## src/rtl/mlpq_pkg.sv

```systemverilog
// Shared types and codes for the multi-level priority queue core.
// No dependencies; every other file imports this package.
package mlpq_pkg;

    // Fixed field widths of the command, response and configuration words.
    localparam int VALUE_W   = 32;
    localparam int LEVEL_W   = 4;
    localparam int CFG_IDX_W = 4;
    localparam int CFG_DAT_W = 4;

    // Command operation codes.
    typedef enum logic {
        ACT_ENQ = 1'b0,
        ACT_DEQ = 1'b1
    } action_t;

    // Response status codes.
    typedef enum logic [1:0] {
        STS_OK        = 2'd0,
        STS_BAD_LEVEL = 2'd1,
        STS_FULL      = 2'd2,
        STS_EMPTY     = 2'd3
    } status_t;

    // Configuration register indexes.
    localparam logic [CFG_IDX_W-1:0] CFG_NUM_LEVELS = 4'd0;
    localparam logic [CFG_IDX_W-1:0] CFG_DEPTH      = 4'd1;

    // Result of level selection: whether a level applies, and its 0-based index.
    typedef struct packed {
        logic               hit;
        logic [LEVEL_W-1:0] idx;
    } sel_t;

endpackage

```

## src/rtl/mlpq_if.sv

```systemverilog
// Handshake interfaces for the command, response and configuration channels.
// Depends on mlpq_pkg for field widths and code types.
interface mlpq_cmd_if
    import mlpq_pkg::*;
();
    logic                      valid;
    logic                      ready;
    action_t                   action;
    logic [LEVEL_W-1:0]        level;
    logic signed [VALUE_W-1:0] item_value;

    modport source (output valid, action, level, item_value, input ready);
    modport sink   (input valid, action, level, item_value, output ready);
endinterface

interface mlpq_rsp_if
    import mlpq_pkg::*;
();
    logic                      valid;
    logic                      ready;
    status_t                   status;
    logic signed [VALUE_W-1:0] out_value;
    logic [LEVEL_W-1:0]        served_level;

    modport source (output valid, status, out_value, served_level, input ready);
    modport sink   (input valid, status, out_value, served_level, output ready);
endinterface

interface mlpq_cfg_if
    import mlpq_pkg::*;
();
    logic                 valid;
    logic                 ready;
    logic [CFG_IDX_W-1:0] index;
    logic [CFG_DAT_W-1:0] data;

    modport source (output valid, index, data, input ready);
    modport sink   (input valid, index, data, output ready);
endinterface

```

## src/rtl/mlpq_sel.sv

```systemverilog
// Level selection: checks an enqueue level or finds the highest-priority
// non-empty level for a dequeue. Depends on mlpq_pkg.
module mlpq_sel
    import mlpq_pkg::*;
#(
    parameter int LEVELS = 8
) (
    input  action_t              action,
    input  logic [LEVEL_W-1:0]   level,
    input  logic [CFG_DAT_W-1:0] num_levels,
    input  logic [LEVELS-1:0]    nonempty,
    output sel_t                 sel
);

    logic [LEVEL_W:0] nl_eff;

    // Clamp the configured level count to the levels that exist.
    always_comb
    begin
        if ((LEVEL_W + 1)'(num_levels) > (LEVEL_W + 1)'(LEVELS))
        begin
            nl_eff = (LEVEL_W + 1)'(LEVELS);
        end
        else
        begin
            nl_eff = (LEVEL_W + 1)'(num_levels);
        end
    end

    // Enqueue validates the named level; dequeue takes the lowest usable
    // non-empty level, so the loop runs downward and the last match wins.
    always_comb
    begin
        sel.hit = 1'b0;
        sel.idx = '0;
        if (action == ACT_ENQ)
        begin
            if (level != '0 && {1'b0, level} <= nl_eff)
            begin
                sel.hit = 1'b1;
                sel.idx = level - 1'b1;
            end
        end
        else
        begin
            for (int i = LEVELS - 1; i >= 0; i--)
            begin
                if (nonempty[i] && (LEVEL_W + 1)'(i) < nl_eff)
                begin
                    sel.hit = 1'b1;
                    sel.idx = LEVEL_W'(i);
                end
            end
        end
    end

endmodule

```

## src/rtl/multi_level_priority_queue_core.sv

```systemverilog
// Top level of the multi-level priority queue: one linear FIFO per level,
// pointers and slots held in synchronous memories. Uses mlpq_pkg, the
// interfaces in mlpq_if and the level selector mlpq_sel.
//
//   channel | dir | word                                   | accepted when
//   cmd     | in  | action, level, item_value              | valid && ready
//   rsp     | out | status, out_value, served_level        | valid && ready
//   cfg     | in  | index, data (num_levels, depth_in_use) | valid && ready
//
// Each command first reads the pointer memory; a dequeue then needs a second
// read from the slot memory.
// Commands are taken one at a time; a new one is taken while the last
// response still waits in the output register.
// Reset clears the non-empty and response valid flags, sets num_levels and
// depth to 8; memories are not cleared, as empty levels' data is unused.
// A stalled response holds the core before it writes its next result.
module multi_level_priority_queue_core
    import mlpq_pkg::*;
#(
    parameter int LEVELS = 8,
    parameter int SLOTS  = 8
) (
    input  logic        clk,
    input  logic        rst_n,
    mlpq_cfg_if.sink    cfg,
    mlpq_cmd_if.sink    cmd,
    mlpq_rsp_if.source  rsp
);

    localparam int LW      = (LEVELS > 1) ? $clog2(LEVELS) : 1;
    localparam int PW      = (SLOTS > 1) ? $clog2(SLOTS) : 1;
    localparam int CW      = PW + 1;
    localparam int ENTRIES = LEVELS * SLOTS;
    localparam int AW      = (ENTRIES > 1) ? $clog2(ENTRIES) : 1;

    typedef enum logic [2:0] {
        S_IDLE = 3'b001,
        S_PTR  = 3'b010,
        S_SLOT = 3'b100
    } state_t;

    // Memories: per-level {head, tail} and the value slots.
    logic [2*PW-1:0]    ptr_mem  [LEVELS];
    logic [VALUE_W-1:0] slot_mem [ENTRIES];

    state_t               state_reg, state_next;
    logic [CFG_DAT_W-1:0] num_levels_reg, num_levels_next;
    logic [CFG_DAT_W-1:0] depth_reg, depth_next;
    logic [LEVELS-1:0]    nonempty_reg, nonempty_next;

    action_t            op_reg;
    logic               hit_reg;
    logic [LW-1:0]      q_reg;
    logic [VALUE_W-1:0] val_reg;

    logic [2*PW-1:0]    ptr_rdata_reg;
    logic [VALUE_W-1:0] slot_rdata_reg;

    logic               rsp_valid_reg, rsp_valid_next;
    status_t            status_reg, status_next;
    logic [VALUE_W-1:0] out_value_reg, out_value_next;
    logic [LEVEL_W-1:0] served_reg, served_next;

    sel_t sel;
    logic accept;
    logic out_free;

    logic               ptr_we;
    logic [2*PW-1:0]    ptr_wdata;
    logic               slot_we;
    logic [AW-1:0]      slot_waddr;
    logic               slot_re;
    logic [AW-1:0]      slot_raddr;

    logic [PW-1:0] head;
    logic [PW-1:0] tail;
    logic [7:0]    depth_wide;
    logic [CW-1:0] depth_eff;
    logic          lvl_full;

    function automatic logic [AW-1:0] slot_addr(logic [LW-1:0] q, logic [PW-1:0] p);
        slot_addr = AW'(int'(q) * SLOTS + int'(p));
    endfunction

    mlpq_sel #(
        .LEVELS (LEVELS)
    ) u_sel (
        .action     (cmd.action),
        .level      (cmd.level),
        .num_levels (num_levels_reg),
        .nonempty   (nonempty_reg),
        .sel        (sel)
    );

    assign cmd.ready = (state_reg == S_IDLE);
    assign cfg.ready = 1'b1;
    assign accept    = cmd.valid && cmd.ready;
    assign out_free  = !rsp_valid_reg || rsp.ready;

    assign rsp.valid        = rsp_valid_reg;
    assign rsp.status       = status_reg;
    assign rsp.out_value    = out_value_reg;
    assign rsp.served_level = served_reg;

    assign head = ptr_rdata_reg[2*PW-1:PW];
    assign tail = ptr_rdata_reg[PW-1:0];

    // Effective depth: zero acts as one, anything past SLOTS acts as SLOTS.
    always_comb
    begin
        depth_wide = {4'b0, depth_reg};
        if (depth_wide == 8'd0)
        begin
            depth_wide = 8'd1;
        end
        else if (depth_wide > 8'(SLOTS))
        begin
            depth_wide = 8'(SLOTS);
        end
        depth_eff = depth_wide[CW-1:0];
    end

    assign lvl_full = nonempty_reg[q_reg] && ((CW'(tail) + 1'b1) >= depth_eff);

    // Configuration register writes.
    always_comb
    begin
        num_levels_next = num_levels_reg;
        depth_next      = depth_reg;
        if (cfg.valid)
        begin
            unique case (cfg.index)
                CFG_NUM_LEVELS: num_levels_next = cfg.data;
                CFG_DEPTH:      depth_next      = cfg.data;
                default:        ;
            endcase
        end
    end

    // Sequencer: pointer read, update and slot access, then the response.
    always_comb
    begin
        state_next     = state_reg;
        nonempty_next  = nonempty_reg;
        rsp_valid_next = rsp_valid_reg && !rsp.ready;
        status_next    = status_reg;
        out_value_next = out_value_reg;
        served_next    = served_reg;
        ptr_we         = 1'b0;
        ptr_wdata      = ptr_rdata_reg;
        slot_we        = 1'b0;
        slot_waddr     = slot_addr(q_reg, tail);
        slot_re        = 1'b0;
        slot_raddr     = slot_addr(q_reg, head);

        unique case (state_reg)
            S_IDLE:
            begin
                if (accept)
                begin
                    state_next = S_PTR;
                end
            end

            S_PTR:
            begin
                if (op_reg == ACT_ENQ)
                begin
                    if (out_free)
                    begin
                        state_next     = S_IDLE;
                        rsp_valid_next = 1'b1;
                        out_value_next = '0;
                        served_next    = '0;
                        if (!hit_reg)
                        begin
                            status_next = STS_BAD_LEVEL;
                        end
                        else if (lvl_full)
                        begin
                            status_next = STS_FULL;
                        end
                        else
                        begin
                            status_next = STS_OK;
                            ptr_we      = 1'b1;
                            slot_we     = 1'b1;
                            if (nonempty_reg[q_reg])
                            begin
                                ptr_wdata  = {head, tail + 1'b1};
                                slot_waddr = slot_addr(q_reg, tail + 1'b1);
                            end
                            else
                            begin
                                ptr_wdata            = '0;
                                slot_waddr           = slot_addr(q_reg, '0);
                                nonempty_next[q_reg] = 1'b1;
                            end
                        end
                    end
                end
                else if (!hit_reg)
                begin
                    if (out_free)
                    begin
                        state_next     = S_IDLE;
                        rsp_valid_next = 1'b1;
                        status_next    = STS_EMPTY;
                        out_value_next = '0;
                        served_next    = '0;
                    end
                end
                else
                begin
                    // Dequeue: read the head slot and advance or drain the level.
                    state_next = S_SLOT;
                    slot_re    = 1'b1;
                    if (head >= tail)
                    begin
                        nonempty_next[q_reg] = 1'b0;
                    end
                    else
                    begin
                        ptr_we    = 1'b1;
                        ptr_wdata = {head + 1'b1, tail};
                    end
                end
            end

            S_SLOT:
            begin
                if (out_free)
                begin
                    state_next     = S_IDLE;
                    rsp_valid_next = 1'b1;
                    status_next    = STS_OK;
                    out_value_next = slot_rdata_reg;
                    served_next    = LEVEL_W'(q_reg) + 1'b1;
                end
            end

            default:
            begin
                state_next = S_IDLE;
            end
        endcase
    end

    // Control registers.
    always_ff @(posedge clk or negedge rst_n)
    begin
        if (!rst_n)
        begin
            state_reg      <= S_IDLE;
            num_levels_reg <= 4'd8;
            depth_reg      <= 4'd8;
            nonempty_reg   <= '0;
            rsp_valid_reg  <= 1'b0;
        end
        else
        begin
            state_reg      <= state_next;
            num_levels_reg <= num_levels_next;
            depth_reg      <= depth_next;
            nonempty_reg   <= nonempty_next;
            rsp_valid_reg  <= rsp_valid_next;
        end
    end

    // Command capture and response payload.
    always_ff @(posedge clk)
    begin
        if (accept)
        begin
            op_reg  <= cmd.action;
            hit_reg <= sel.hit;
            q_reg   <= sel.idx[LW-1:0];
            val_reg <= cmd.item_value;
        end
        status_reg    <= status_next;
        out_value_reg <= out_value_next;
        served_reg    <= served_next;
    end

    // Pointer memory: read on accept, written back during the update cycle.
    always_ff @(posedge clk)
    begin
        if (accept)
        begin
            ptr_rdata_reg <= ptr_mem[sel.idx[LW-1:0]];
        end
        if (ptr_we)
        begin
            ptr_mem[q_reg] <= ptr_wdata;
        end
    end

    // Slot memory.
    always_ff @(posedge clk)
    begin
        if (slot_re)
        begin
            slot_rdata_reg <= slot_mem[slot_raddr];
        end
        if (slot_we)
        begin
            slot_mem[slot_waddr] <= val_reg;
        end
    end

endmodule
```

## src/flat_wrapper.sv

```systemverilog
// flat-port wrapper written by rule: the top's interface ports become plain ports
module multi_level_priority_queue_core_flat import mlpq_pkg::*;
#(
    parameter int LEVELS = 8,
    parameter int SLOTS  = 8
)
  (clk, rst_n, cfg_valid, cfg_index, cfg_data, cfg_ready, cmd_valid, cmd_action, cmd_level, cmd_item_value, cmd_ready, rsp_valid, rsp_status, rsp_out_value, rsp_served_level, rsp_ready);
  mlpq_cfg_if cfg_i ();
  mlpq_cmd_if cmd_i ();
  mlpq_rsp_if rsp_i ();
  input  logic clk;
  input  logic rst_n;
  input wire logic [$bits(cfg_i.valid)-1:0] cfg_valid;
  input wire logic [$bits(cfg_i.index)-1:0] cfg_index;
  input wire logic [$bits(cfg_i.data)-1:0] cfg_data;
  output wire logic [$bits(cfg_i.ready)-1:0] cfg_ready;
  input wire logic [$bits(cmd_i.valid)-1:0] cmd_valid;
  input wire logic [$bits(cmd_i.action)-1:0] cmd_action;
  input wire logic [$bits(cmd_i.level)-1:0] cmd_level;
  input wire logic [$bits(cmd_i.item_value)-1:0] cmd_item_value;
  output wire logic [$bits(cmd_i.ready)-1:0] cmd_ready;
  output wire logic [$bits(rsp_i.valid)-1:0] rsp_valid;
  output wire logic [$bits(rsp_i.status)-1:0] rsp_status;
  output wire logic [$bits(rsp_i.out_value)-1:0] rsp_out_value;
  output wire logic [$bits(rsp_i.served_level)-1:0] rsp_served_level;
  input wire logic [$bits(rsp_i.ready)-1:0] rsp_ready;
  assign cfg_i.valid = cfg_valid;
  assign cfg_i.index = cfg_index;
  assign cfg_i.data = cfg_data;
  assign cfg_ready = cfg_i.ready;
  assign cmd_i.valid = cmd_valid;
  assign cmd_i.action = cmd_action;
  assign cmd_i.level = cmd_level;
  assign cmd_i.item_value = cmd_item_value;
  assign cmd_ready = cmd_i.ready;
  assign rsp_valid = rsp_i.valid;
  assign rsp_status = rsp_i.status;
  assign rsp_out_value = rsp_i.out_value;
  assign rsp_served_level = rsp_i.served_level;
  assign rsp_i.ready = rsp_ready;
  multi_level_priority_queue_core #(.LEVELS(LEVELS), .SLOTS(SLOTS)) u_core (.clk(clk), .rst_n(rst_n), .cfg(cfg_i), .cmd(cmd_i), .rsp(rsp_i));
endmodule
```

## config.mk

```make
export PLATFORM = sky130hd
export DESIGN_NAME = multi_level_priority_queue_core_flat
export DESIGN_NICKNAME = d
export VERILOG_FILES = /design/src/rtl/mlpq_pkg.sv /design/src/rtl/mlpq_if.sv /design/src/rtl/mlpq_sel.sv /design/src/rtl/multi_level_priority_queue_core.sv /design/src/flat_wrapper.sv
export SDC_FILE = /design/constraint.sdc
export NUM_CORES = 2
export LEC_CHECK = 0
export BUFFER_PORTS_ARGS = -buffer_cell sky130_fd_sc_hd__clkbuf_2
export CORE_UTILIZATION = 34
export CTS_BUF_LIST = sky130_fd_sc_hd__clkbuf_4 sky130_fd_sc_hd__clkbuf_8
export CTS_CLUSTER_SIZE = 28
export DETAILED_ROUTE_END_ITERATION = 16
export PLACE_DENSITY_LB_ADDON = 0.12
export SETUP_SLACK_MARGIN = 0.02
export SYNTH_ARGS = -nofsm -noshare
export SYNTH_HDL_FRONTEND = slang
export SYNTH_SLANG_ARGS = --single-unit
```

## constraint.sdc

```tcl
create_clock -name clk -period 5.05 [get_ports clk]
set_input_delay 0.505 -clock clk [delete_from_list [all_inputs] [get_ports clk]]
set_output_delay 0.505 -clock clk [all_outputs]
set_load 0.02 [all_outputs]
```

==> flow_metrics.env <==
export IMPL_drive_gt1_share_pct=35.1
export IMPL_synth_seq_cells=2229
export IMPL_synth_area_leader_cell="edfxtp_1"
export IMPL_reg2regPathDepth=10
export IMPL_ctsHtreeMaxLevel=5
export IMPL_outcome="finished clean"
export IMPL_nets=4284
export IMPL_synth_common_cells="2209 x edfxtp_1, 584 x mux4_2, 166 x mux2i_1, 91 x clkbuf_1, 77 x nor2_1"
export IMPL_grt_pass1_vias=42300
export IMPL_largest_reg_flops=2048
export IMPL_final_setup_skew_ps=71.3
export IMPL_final_min_period_over_clock_period_pct=81.4
export IMPL_first_iter_violations=3852
export IMPL_yosysSeqAreaShare_pct=78.5
export IMPL_antenna_found_initial=23
export IMPL_power_density_mw_per_mm2=485
export IMPL_antenna_left=0
export IMPL_cts_buffers=394
export IMPL_period_needed_ps=4110
export IMPL_synthArstFlopShare_pct=0.897
export IMPL_grt_pass1_wl_um=342000
export IMPL_cp_max_fo=32
export IMPL_synth_area_mm2=0.0852
export IMPL_finalInstanceArea_mm2=0.0997
export IMPL_setup_violations=0
export IMPL_fp_row_count=183
export IMPL_grt_max_degree=65
export IMPL_cts_root_buf="clkbuf_8"
export IMPL_wl_per_cell_um=31.4
export IMPL_fin_hold_ws_ps=130
export IMPL_slew_limit_headroom_pct=22.1
export IMPL_cts_post_setup_buffers_inserted=0
export IMPL_area_delta_synth_final_pct=17.0
export IMPL_synth_flop_cell="edfxtp_1"
export IMPL_grt_use_total_pct=19.7
export IMPL_dr_pass1_iters=6
export IMPL_grt_overflow_total=0
export IMPL_port_buffers=89
export IMPL_start_util_pct=34.2
export IMPL_yosys_top_cells_area="edfxtp_1 78%, mux4_2 15%, mux2i_1 2.0%, dfrtp_1 0.50%, o22ai_1 0.44%"
export IMPL_yosysUniqueCellTypes=55
export IMPL_clockBufferDepth=4
export IMPL_final_cells=7875
export IMPL_dr_total_vias=40400
export IMPL_setup_slack_ps=940
export IMPL_syn_nets=3697
export IMPL_syn_avg_cell_area_um2=23.5
export IMPL_clkLatencyLatePin_ps=1070
export IMPL_wl_um=247000
export IMPL_placed_area_mm2=0.0917
export IMPL_rsz0062_at_grt="no"
export IMPL_arrival_ps=4810
export IMPL_hold_viol=0
export IMPL_crit_path_end_kind="flip-flop"
export IMPL_start_kind="flip-flop"
export IMPL_hold_class="in -> reg"
export IMPL_top_regs="u_core.slot_mem (2048), u_core.ptr_mem (48)"
export IMPL_core_area_mm2=0.249
export IMPL_p_total_mw=48.3
export IMPL_regMostFlops="u_core.slot_mem"
export IMPL_clk_pin_slew_ps=60
export IMPL_hold_path_depth=5
export IMPL_worstPathRequired_ps=5750
export IMPL_max_clock_freq_mhz=243
export IMPL_ys_warn_count=0
export IMPL_drcViolationCount=0
export IMPL_synthCells=3632
export IMPL_p_leak_nw=31.6
export IMPL_vdd_ir_drop_max_v=0.000338
export IMPL_cts_tree="built"
export IMPL_timing_setup_tns_ps=0
export IMPL_max_cap_violations=0
export IMPL_ios=91
export IMPL_dieArea_mm2=0.253
export IMPL_slew_viol_final=0
export IMPL_die_h_um=503
export IMPL_dp_hpwl_um=147000
export IMPL_tightest_slew_ps=1170
export IMPL_synth_edf_count=2209
export IMPL_place_inst=7099
export IMPL_synth_top_area_share_pct=77.9
export IMPL_synthMostInstantiatedCell="edfxtp_1"
export IMPL_viasPerCell=5.13
export IMPL_utilization_pct=40.1
export IMPL_place_ws_ps=949
export IMPL_fillCellCount=22100
export IMPL_place_congestion=0.789
export IMPL_clkSinkCount=2229
export IMPL_die_width_um=503
export IMPL_critical_path_class="reg -> reg"
export IMPL_cts_resized=0
-- critical path, cell delays in order (launching register included) --
cell	delay (ps)
edfxtp_1	430
ha_1	280
xor2_1	340
ha_1	300
a21o_1	180
a21oi_1	320
o21ai_1	290
a31oi_4	670
buf_4	480
nor3_2	80
buf_4	350
-- cell usage in the layout (no fill, tap or decap), types with 54 or more instances in the layout --
master         netlist  layout
edfxtp_1          2209    2209
mux4_2             584     584
clkbuf_8             0     400
buf_4                3     199
mux2i_1            166     166
clkbuf_4             0     128
clkinv_1             0     123
clkbuf_2             0      89
o22ai_1             60      60
nand2_1             57      57
dlygate4sd3_1        0      54
-- routing by layer --
metal | part of all wire, % | track usage (%)
met4 | 2.6 | 5.46
met2 | 47 | 30.8
met3 | 6.5 | 3.75
met1 | 44 | 27.9
met5 | 0 | 0
-- layout make-up --
| class | count | area [µm²] | share of cell area (%) |
|---|---|---|---|
| antenna | 24 | 60.1 | 0.0602 |
| clock buffer | 528 | 6470 | 6.49 |
| clock inverter | 170 | 901 | 0.904 |
| inverter | 14 | 52.6 | 0.0527 |
| multi-input combinational | 1199 | 18000 | 18.0 |
| sequential | 2229 | 66800 | 67.0 |
| tap | 3330 | 4170 | 4.18 |
| timing repair buffer | 381 | 3260 | 3.27 |
-- logic make-up after synthesis --
logic type,synth area share [%]
buffers and inverters,1.03
muxes,17.6
and+or+nand+nor,1.41
DFF,78.5
xor gates and xnor gates,0.0309
adders and majority gates,0.220
other,0.00440
AOI/OAI and AO/OA,1.21
-- timing repair --
action,CTS,global route
setup endpoints to repair,0,0
hold buffers,54,0
hold endpoints to repair,68,0
-- worst paths after layout --
path	from	end	slack (ps)
hold / removal	cmd_level[2]	u_core.hit_reg	130
setup reg to reg	u_core.ptr_rdata_reg[1]	u_core.slot_mem[13][2]	940
max in group asynchronous	rst_n	async pin	3100
hold reg to reg	u_core.slot_rdata_reg[28]	u_core.rsp.out_value[28]	530
setup / recovery	u_core.ptr_rdata_reg[1]	u_core.slot_mem[13][2]	940
min in group asynchronous	rst_n	u_core.state_reg[0]	560
-- power breakdown --
group	switching, mW	internal, mW	total, mW
logic	6.73	3.99	10.7
registers	0.208	21.4	21.6
clock network	7.32	8.63	15.9
(Power assumes the default switching activity.)
